## src/rtl/lprd_pkg.sv

```systemverilog
// Package for the lidar point record decoder: types, constants, CORDIC table.
// No dependencies.
package lprd_pkg;

   localparam int HdrLen = 6;
   localparam int RecLen = 22;
   localparam logic signed [63:0] CordicGain = 64'sd652032874;
   localparam logic signed [63:0] CoordMax = 64'sd4294967295;

   typedef enum logic [2:0] {
      ST_IDLE,
      ST_AZ,
      ST_EL,
      ST_MUL1,
      ST_MUL2,
      ST_OUT
   } state_type;

   typedef struct packed {
      logic load_angle_az;
      logic load_angle_el;
      logic step;
      logic mul1;
      logic mul2;
   } cmd_type;

   typedef struct packed {
      logic steps_done;
   } status_type;

   function automatic logic [7:0] hdr_char(input logic [2:0] idx);
      logic [7:0] c;
      begin
         case (idx)
            3'd0: c = 8'h45;
            3'd1: c = 8'h42;
            3'd2: c = 8'h52;
            3'd3: c = 8'h42;
            3'd4: c = 8'h45;
            3'd5: c = 8'h50;
            default: c = 8'h00;
         endcase
         return c;
      end
   endfunction

   function automatic logic [31:0] atan_turn(input logic [5:0] i);
      logic [31:0] t;
      begin
         case (i)
            6'd0: t = 32'h20000000;
            6'd1: t = 32'h12E4051E;
            6'd2: t = 32'h09FB385B;
            6'd3: t = 32'h051111D4;
            6'd4: t = 32'h028B0D43;
            6'd5: t = 32'h0145D7E1;
            6'd6: t = 32'h00A2F61E;
            6'd7: t = 32'h00517C55;
            6'd8: t = 32'h0028BE53;
            6'd9: t = 32'h00145F2F;
            6'd10: t = 32'h000A2F98;
            6'd11: t = 32'h000517CC;
            6'd12: t = 32'h00028BE6;
            6'd13: t = 32'h000145F3;
            6'd14: t = 32'h0000A2FA;
            6'd15: t = 32'h0000517D;
            6'd16: t = 32'h000028BE;
            6'd17: t = 32'h0000145F;
            6'd18: t = 32'h00000A30;
            6'd19: t = 32'h00000518;
            6'd20: t = 32'h0000028C;
            6'd21: t = 32'h00000146;
            6'd22: t = 32'h000000A3;
            6'd23: t = 32'h00000051;
            6'd24: t = 32'h00000029;
            6'd25: t = 32'h00000014;
            6'd26: t = 32'h0000000A;
            6'd27: t = 32'h00000005;
            6'd28: t = 32'h00000003;
            6'd29: t = 32'h00000001;
            6'd30: t = 32'h00000001;
            default: t = 32'h00000000;
         endcase
         return t;
      end
   endfunction

endpackage

```

## src/rtl/lprd_ctrl.sv

```systemverilog
// Sequencer for one record's coordinate computation.
// Depends on lprd_pkg.
module lprd_ctrl (
   input  logic                 clock,
   input  logic                 reset,
   input  logic                 start,
   input  logic                 out_free,
   input  lprd_pkg::status_type status,
   output lprd_pkg::cmd_type    cmd,
   output logic                 busy,
   output logic                 done
);
   lprd_pkg::state_type state_ff, state_in;

   always_ff @(posedge clock) begin
      if (reset) begin
         state_ff <= lprd_pkg::ST_IDLE;
      end else begin
         state_ff <= state_in;
      end
   end

   always_comb begin
      state_in = state_ff;
      cmd = '0;
      busy = 1'b1;
      done = 1'b0;
      case (state_ff)
         lprd_pkg::ST_IDLE: begin
            busy = 1'b0;
            if (start) begin
               cmd.load_angle_az = 1'b1;
               state_in = lprd_pkg::ST_AZ;
            end
         end
         lprd_pkg::ST_AZ: begin
            cmd.step = 1'b1;
            if (status.steps_done) begin
               cmd.step = 1'b0;
               cmd.load_angle_el = 1'b1;
               state_in = lprd_pkg::ST_EL;
            end
         end
         lprd_pkg::ST_EL: begin
            cmd.step = 1'b1;
            if (status.steps_done) begin
               cmd.step = 1'b0;
               state_in = lprd_pkg::ST_MUL1;
            end
         end
         lprd_pkg::ST_MUL1: begin
            cmd.mul1 = 1'b1;
            state_in = lprd_pkg::ST_MUL2;
         end
         lprd_pkg::ST_MUL2: begin
            cmd.mul2 = 1'b1;
            state_in = lprd_pkg::ST_OUT;
         end
         lprd_pkg::ST_OUT: begin
            if (out_free) begin
               done = 1'b1;
               state_in = lprd_pkg::ST_IDLE;
            end
         end
         default: state_in = lprd_pkg::ST_IDLE;
      endcase
   end
endmodule

```

## config.mk

```make
export PLATFORM = sky130hd
export DESIGN_NAME = lprd_ctrl
export DESIGN_NICKNAME = d
export VERILOG_FILES = /design/src/rtl/lprd_pkg.sv /design/src/rtl/lprd_ctrl.sv
export SDC_FILE = /design/constraint.sdc
export NUM_CORES = 1
export LEC_CHECK = 0
export BUFFER_PORTS_ARGS = -buffer_cell sky130_fd_sc_hd__buf_2
export CAP_MARGIN = 25
export CORE_AREA = 2 2 39 41
export DETAILED_ROUTE_END_ITERATION = 16
export DIE_AREA = 0 0 41 43
export PLACE_DENSITY = 0.4
export REMOVE_ABC_BUFFERS = 1
export SYNTH_ARGS = -nofsm -noshare
export SYNTH_HDL_FRONTEND = slang
export SYNTH_SLANG_ARGS = --single-unit
```

## constraint.sdc

```tcl
create_clock -name clock -period 1.68 [get_ports clock]
set_clock_uncertainty 0.05 [all_clocks]
set_input_delay 0 -clock clock [delete_from_list [all_inputs] [get_ports clock]]
set_output_delay 0 -clock clock [all_outputs]
set_load 0.02 [all_outputs]
```

== Yosys cells after proc, flatten, opt, wreduce, memory -nomap -nowiden ==
Cells that the tools add are included.

* Flip-flop bits (word level): 3
* Bits in latches: 0
* Bits in writable memories: 0
* Bits in read-only memories: 0
* Output and inout port bits: 7
* Memories: 0

* Add/sub/neg operators: 0
* Multipliers: 0
* Div/mod/pow operators: 0
* Magnitude comparators: 0
* Eq/ne operators: 9
* Shifts and indexed selects: 0
* Mux-type cells: 16
* Bitwise logic cells: 0
* Reductions and logical operators: 2

{| class="wikitable"
|+ Operator list
! kind !! number
|-
| one-hot mux 3 bit (6 select lines) || 1
|-
| two-way mux 3 bit || 4
|-
| two-way mux 1 bit || 9
|-
| inequality test 2 bit (second input constant) || 4
|-
| equality test 3 x 2 -> 1 bit (second input constant) || 2
|-
| equality test 3 bit (second input constant) || 2
|-
| AND reduction 4 bit || 1
|-
| equality test 3 x 1 -> 1 bit (second input constant) || 1
|-
| zero test 3 bit || 1
|-
| two-way mux 2 bit || 1
|-
| one-hot mux 1 bit (2 select lines) || 1
|}

== Logic depth before layout (Yosys ltp) ==
Gate-level depths: netlist of the first run.

* Depth in word-level cells: 3
* Depth in mapped cells: 4
* Mapped depth without buffers: 3

== Worst setup path after synthesis of the first run ==
Ideal clock, no wire load.

* Path type: register -> output
* Start point: register state_ff[1]
* End point: output port cmd[4] (netlist name)
* Arrival: 1.052 ns
* Required time: 1.630 ns
* Path slack: 0.578 ns
* Cell stages (with the launch flop): 4
* Buffers on the path: 1
* Cells stage by stage: dfxtp_1 buf_6 or3_4 nor2_2

{| class="wikitable"
|+ RTL lines
! element !! line !! RTL
|-
| start: declaration || lprd_ctrl.sv:13 || <nowiki>lprd_pkg::state_type state_ff, state_in;</nowiki>
|-
| start signal: assignment || lprd_ctrl.sv:17 || <nowiki>state_ff <= lprd_pkg::ST_IDLE;</nowiki>
|-
| start signal: assignment || lprd_ctrl.sv:19 || <nowiki>state_ff <= state_in;</nowiki>
|-
| end: declaration || lprd_ctrl.sv:9 || <nowiki>output lprd_pkg::cmd_type cmd,</nowiki>
|}

==> metrics, run 1 <==
Final Hold Fails 0; worst-path maximum fanout 9; initial DRC count 0; clk_lat worst skew 0.23 ns; average size of a mapped cell 8.90 sq um; register area share after synthesis 0.250; hpwl dp 347 microns; pwr/cell area 927 nW/um^2; Vias/cell 3.82; Via Count 214; htree depth 1; registers with the most flip-flops state_ff: 3 flops; RD Place Congestion 0.583; number of port buffers 11; largest net degree at the start of global routing 12; Die ar. 1760 sq um; gr ovfl total 0; Core Util, Final 0.230; Area growth syn-to-layout 32.3%; f_max 753 MHz; leak pwr 0.000150 uW; drt first pass iters 1; row count 14; Antenna Cells 0; Final WS setup 0.352 ns; post-route ant nets 0; number of setup buffers added after CTS 0; Largest register FFs 3; synth warn 0; Hold Path Depth 3; share of the synthesized area in the top cell type 0.250; Max-Cap Viols 0; Setup TNS Final 0 ns; CTS tree built; outcome complete, no violations; vias in the first global route 199; reg2reg start state_ff[1]; largest cells by area after synthesis dfxtp_1 (25%), buf_6 (14%), mux2_4 (6.3%), nor3b_1 (6.3%), nand2_1 (4.7%); Worst Setup Path Type register to output port; WP data arrival 1.28 ns; CTS Root Cell clkbuf_4; R2R setup slack 0.57 ns; VDD IR max 328 uV; Post-Syn Area 240 sq um; Slew Limit Headroom 0.774; DRC Markers 0; worst min-delay path endpoint state_ff[0]; number of fillers in the final layout 157; final period utilization 0.791; Sink Count 3; Ports 12; RSZ-0062 raised after global routing false; Place WS 0.572 ns; DIE WIDTH 41 microns; Post-Syn Instances 27; share of cells above drive strength 1 0.525; CP Capture Type output port; Largest Register state_ff; Routed WL 470 microns; global-route wire length before repair 786 microns; hold path start status; core outline area 1380 sq um; initial antenna violation count 0; routed length per instance 8.39 microns; final net count 46; Req. time, crit path 1.63 ns; clock period minus worst slack 1.33 ns; CTS max path bufs 2; total CTS buffers 3; Clk pin slew, worst setup/hold paths 0.03 ns; initial core utilization 0.174; gr usage total 0.0703; post-synth cell types 19; Power, Total 294 uW; #FFs+latches synth 3; hold slack 0.0362 ns; leading area contributor after synthesis dfxtp_1; R2R depth 3; Setup-failing EPs final 0; Slew Limit Fails 0; Min-Delay Path Class input port to register; die span in y 43 microns; R2R Path End state_ff[1]; crit path launch type register; Worst Tran Pin Value 0.339 ns
-- final cells by class --
| class | count | area (sq um) | share of cell area |
|---|---|---|---|
| Timing Repair Buffer | 12 | 65.1 | 0.205 |
| Inverter | 2 | 7.51 | 0.0236 |
| Clock buffer | 4 | 26.3 | 0.0827 |
| Multi-Input combinational cell | 19 | 139 | 0.437 |
| Sequential cell | 3 | 60.1 | 0.189 |
| Tap cell | 16 | 20.0 | 0.0630 |
-- synth_stat cells --
library cell / instances
a21oi_2: 1
nor3_1: 2
nor3b_1: 2
nor3_2: 1
dfxtp_1: 3
inv_1: 1
a31oi_1: 1
nor2_2: 1
nand2b_1: 1
buf_6: 3
inv_2: 1
and3b_2: 1
mux2_4: 1
or3_4: 1
nand2_1: 3
nor2_1: 1
xnor2_1: 1
o31ai_1: 1
a221oi_1: 1
-- cell families after synthesis --
kind of cell | synth area share
AOI/OAI and AO/OA | 0.130
DFF | 0.250
and+or+nand+nor | 0.349
buffers and inverters | 0.172
xor gates and xnor gates | 0.0365
muxes | 0.0625
-- where the power goes --
group,switching (uW),internal (uW),leakage [uW]
Combinational,40.2,38.4,0.000110
Clock,34.5,88.8,0.0000150
Sequential,15.0,77.5,0.0000246
-- critical path, cell delays in order (launching register included) --
cell and delay, ns:
dfxtp_1 0.40, or3_4 0.43, nor2_2 0.07, buf_2 0.16
-- worst max path at each step --
stage | startpoint | end | slack [ns] | depth (start not counted)
after global routing | state_ff[0] | done | 0.25 | 3
after floorplan | state_ff[0] | done | 0.51 | 2
after detailed placement | state_ff[0] | state_ff[1] | 0.57 | 3
final | state_ff[1] | cmd[4] | 0.35 | 3
after global placement | state_ff[2] | state_ff[2] | 0.51 | 3
after CTS | state_ff[1] | cmd[4] | 0.34 | 3
-- metal layers --
layer / track usage / up-vias / share of wire
met5: 0 / - / 0
met1: 0.0932 / 87 / 0.54
li1: - / 119 / -
met2: 0.0719 / 8 / 0.39
met4: 0.0800 / 0 / 0
met3: 0.0314 / 0 / 0.077
-- timing repair --
action,CTS,global route
setup endpoints to repair,0,0
endpoints found under the hold margin,3,0
resized for setup,0,0
hold buffers,1,0
-- per-stage QoR --
| stage | area, sq um | instances |
|---|---|---|
| floorplan | 206 | 24 |
| global placement | 282 | 51 |
| detailed placement | 282 | 51 |
| CTS | 318 | 56 |
| global route | 318 | 56 |
| finish | 318 | 56 |
-- cells in the final DEF (no fill, tap or decap) --
cell type,instances
inv_1,1
nand2_1,3
and3b_2,1
a21oi_2,1
buf_2,11
nor3_1,2
dfxtp_1,3
nor2_1,1
xnor2_1,1
a221oi_1,1
dlygate4sd3_1,1
clkbuf_1,1
clkbuf_4,3
a31oi_1,1
nor3b_1,2
inv_2,1
nand2b_1,1
nor2_2,1
or3_4,1
nor3_2,1
o31ai_1,1
mux2_4,1
Power figures use the tool's default switching activity.
==> run 2: changes to the inputs <==
==> constraint.sdc (replaced) <==
create_clock -name clock -period 1.25 [get_ports clock]
set_clock_uncertainty 0.05 [all_clocks]
set_input_delay 0 -clock clock [delete_from_list [all_inputs] [get_ports clock]]
set_output_delay 0 -clock clock [all_outputs]
set_load 0.02 [all_outputs]
==> run 2 against run 1 <==
Against the previous run:
- sequential cell count did not move
- cell count up 3.6%
- critical endpoint unchanged
- non-clock buffer count grew 2
- total power up 42%
- clock power rose by 37%
- critical path depth stayed put
- sequential power increased by 31%
==> metrics, run 2 (synthesis gave the netlist of run 1 again) <==
slowest stage delay, CP 0.39 ns; Ports 12; instance area at placement 282 sq um; Sw Ratio 0.311; post-route ant nets 0; Clk pwr share 0.403; CP Capture Type output port; Largest register FFs 3; htree depth 1; Worst Tran Pin Value 0.220 ns; drt first pass iters 2; RD Place Congestion 0.610; Final Hold Fails 0; Antenna Cells 0; Area growth syn-to-layout 47.9%; Critical path origin state_ff[2]; VDD IR max 392 uV; CTS max path bufs 2; Int Power 287 uW; CTS Root Cell clkbuf_4; multi-input logic area 144 sq um; WP data arrival 1.19 ns; largest net degree at the start of global routing 12; crit path launch type register; Top delay family on crit path simple AND/OR/NAND/NOR gates; Power, Total 417 uW; number of fillers in the final layout 157; gr ovfl total 0; Sink Count 3; crit-path cells or3_4 > nor2_4 > buf_6; RSZ-0062 raised after global routing true; f_max 806 MHz; total CTS buffers 3; Core Util, Final 0.257; hold path start status; vias in the first global route 207; Setup TNS Final 0 ns; reg2reg start state_ff[1]; clock period minus worst slack 1.24 ns; P_sw 130 uW; CTS tree built; number of port buffers 11; Routed WL 577 microns; leak pwr 0.000165 uW; CP bufs+invs 1; Reg area 71.3 sq um; Max-Cap Viols 0; outcome complete, no violations; sequential power share 0.291; pwr/cell area 1170 nW/um^2; initial core utilization 0.174; core outline area 1380 sq um; Slew Limit Fails 0; Req. time, crit path 1.20 ns; design area 355 sq um; initial DRC count 2; Vias/cell 4.12; Worst Setup Path Type register to output port; clk_lat worst skew 0.23 ns; routed length per instance 9.95 microns; initial antenna violation count 0; row count 14; hpwl dp 384 microns; most frequent cells in the layout buf_2 (10), nand2_1 (3), clkbuf_4 (3), dfxtp_4 (3); registers with the most flip-flops state_ff: 3 flops; Largest Register state_ff; global-route wire length before repair 890 microns; Die ar. 1760 sq um; Comb power frac 0.306; most common cell after layout, fill and taps aside buf_2; share of cells above drive strength 1 0.619; worst-path maximum fanout 11; die span in y 43 microns; gr usage total 0.0793; Clk pin slew, worst setup/hold paths 0.04 ns; final net count 48; final period utilization 0.992; Setup-failing EPs final 0; Crit-path slowest cell or3_4; Slew Limit Headroom 0.853; Via Count 239; DIE WIDTH 41 microns; DRC Markers 0; Min-Delay Path Class input port to register
-- run 2: worst paths after layout --
| path | endpoint | slack, ns | depth (start not counted) |
|---|---|---|---|
| worst min-delay path | state_ff[0] | 0.03 | 3 |
| worst max register to register | state_ff[2] | 0.15 | 4 |
| worst max-delay path | cmd[4] | 0.01 | 3 |
| worst min register to register | state_ff[1] | 0.43 | 1 |
-- run 2: cell type report --
class                   count  area share
well taps                  16      0.0563
repair buffers             14       0.243
multi-input cells          19       0.405
flip-flops and latches      3       0.201
clock buffers               4      0.0739
inverters                   2      0.0211
-- run 2: layer usage --
metal  part of all wire  vias to the layer above  global-route usage
li1                   -                      123                   -
met1               0.47                      108              0.0932
met2               0.47                        8               0.100
met3              0.059                        0              0.0314
met4                  0                        0              0.0800
met5                  0                        -                   0
-- run 2: per-stage QoR --
stage                     cells  setup WS [ns]  hold slack (ns)
after floorplan              24         0.0844           0.0197
after global placement       51         0.0827            0.160
after detailed placement     51          0.109            0.165
after CTS                    56        -0.0195           0.0274
after global routing         58        -0.0398           0.0533
final                        58        0.00977           0.0303
-- run 2: repair_timing --
item / CTS / global route
buffers inserted: 0 / 2
resized for setup: 5 / 4
endpoints found under the hold margin: 3 / 0
pin swaps: 0 / 0
hold buffers: 1 / 0
setup endpoints to repair: 3 / 2
-- run 2: power by group through the flow --
stage	Combinational (uW)	Sequential, uW	Clock [uW]
6_report	127	121	168
3_5_place_dp	106	126	0
3_3_place_gp	105	126	0
4_1_cts	111	125	179
2_1_floorplan	75.5	121	0
5_1_grt	139	124	188
-- run 2: tightest hold or removal path: cells and delay by family --
kind                   cells  cell delay, ns
AND/OR/NAND/NOR            1            0.07
buffers and inverters      1            0.13
AO/OA/AOI/OAI              1            0.06
==> run 3: changes to the inputs <==
==> constraint.sdc (replaced) <==
create_clock -name clock -period 1.25 [get_ports clock]
set_clock_uncertainty 0.05 [all_clocks]
set_input_delay 0.25 -clock clock [delete_from_list [all_inputs] [get_ports clock]]
set_output_delay 0.25 -clock clock [all_outputs]
set_load 0.02 [all_outputs]
==> run 3 against run 2 <==
Against the previous run:
- the run now ends with setup timing left
- hold slack better by 0.13 ns
- via count is 8.4% higher
- die area stayed put
==> metrics, run 3 (synthesis gave the netlist of run 1 again) <==
total CTS buffers 3; Slew Limit Fails 0; Crit-path slowest cell or3_4; Slew Limit Headroom 0.843; Sink Count 3; Clk pwr share 0.378; Vias/cell 4.18; clock period minus worst slack 1.44 ns; f_max 694 MHz; CTS tree built; Power, Total 454 uW; registers with the most flip-flops state_ff: 3 flops; outcome complete, but fails checks; CTS Root Cell clkbuf_4; CP Capture Type output port; Routed WL 570 microns; die span in y 43 microns; Worst Tran Pin Value 0.234 ns; Ports 12; RD Place Congestion 0.705; VDD IR max 518 uV; Largest register FFs 3; Area growth syn-to-layout 75.0%; DIE WIDTH 41 microns; post-route ant nets 0; Core Util, Final 0.304; slowest stage delay, CP 0.40 ns; final period utilization 1.15; Final Hold Fails 0; routed length per instance 9.19 microns; global-route wire length before repair 924 microns; Comb power frac 0.367; final net count 52; Final WS setup -0.190 ns; Clk pin slew, worst setup/hold paths 0.04 ns; CP bufs+invs 1; clk_lat worst skew 0.23 ns; number of port buffers 11; Req. time, crit path 0.95 ns; Largest Register state_ff; Min-Delay Path Class input port to register; share of cells above drive strength 1 0.739; initial DRC count 1; Die ar. 1760 sq um; WP data arrival 1.14 ns; hpwl dp 388 microns; gr usage total 0.0792; Setup-failing EPs final 7; gr ovfl total 0; htree depth 1; cts hold-fix bufs 0; sequential power share 0.255; failing checks setup timing; most frequent cells in the layout buf_4 (7), buf_2 (6), buf_6 (5); drt first pass iters 2; P_sw 141 uW; leak pwr 0.000199 uW; Int Power 312 uW; crit path launch type register; Sw Ratio 0.312; core outline area 1380 sq um; RSZ-0062 raised after global routing true; Via Count 259; most common cell after layout, fill and taps aside buf_4; Worst Setup Path Type register to output port; initial antenna violation count 0; CTS max path bufs 2; worst-path maximum fanout 2; vias in the first global route 227; Top delay family on crit path simple AND/OR/NAND/NOR gates; largest net degree at the start of global routing 9; pwr/cell area 1080 nW/um^2; DRC Markers 0; row count 14; crit-path cells or3_4 > nor2_4 > buf_6; Antenna Cells 0; initial core utilization 0.174; Max-Cap Viols 0
-- run 3: through the flow --
step	cell area [sq um]	std cells	TNS [ns]	hold WS [ns]	worst slack [ns]
floorplan	206	24	-0.431	0.270	-0.166
global placement	319	56	0	0.411	0.0118
detailed placement	319	56	0	0.408	0.00386
CTS	364	60	-1.02	0.157	-0.201
global route	420	62	-1.19	0.171	-0.237
finish	420	62	-0.828	0.163	-0.190
-- run 3: layer usage --
layer,part of all wire,vias up,track usage
met5,0,-,0
met4,0,0,0.0600
met3,0.077,0,0.0314
met2,0.48,8,0.103
met1,0.44,119,0.0990
li1,-,132,-
-- run 3: layout make-up --
class	instances	area, sq um
clock buffers	4	26.3
fillers	147	963
inverters	2	7.51
multi-input cells	19	161
flip-flops and latches	3	66.3
well taps	16	20.0
repair buffers	18	139
-- run 3: path summary, 6_finish.rpt --
| check | endpoint | cells after the start | slack [ns] | startpoint |
|---|---|---|---|---|
| worst max-delay path | cmd[4] | 3 | -0.19 | state_ff[1] |
| worst min-delay path | state_ff[2] | 2 | 0.16 | reset |
| worst max register to register | state_ff[0] | 6 | 0.10 | state_ff[0] |
| worst min register to register | state_ff[0] | 2 | 0.51 | state_ff[1] |
-- run 3: power by group through the flow --
| stage | clock network [uW] | logic, uW | registers (uW) |
|---|---|---|---|
| detailed placement | 0 | 131 | 115 |
| floorplan | 0 | 75.5 | 121 |
| finish | 171 | 167 | 116 |
| CTS | 181 | 139 | 115 |
| global placement | 0 | 132 | 116 |
| global route | 189 | 181 | 118 |
-- run 3: timing repair --
action                                  in CTS  in global routing
buffers inserted                             0                  2
resized for setup                            7                 12
pin swaps                                    0                  1
endpoints found under the setup margin       7                  7
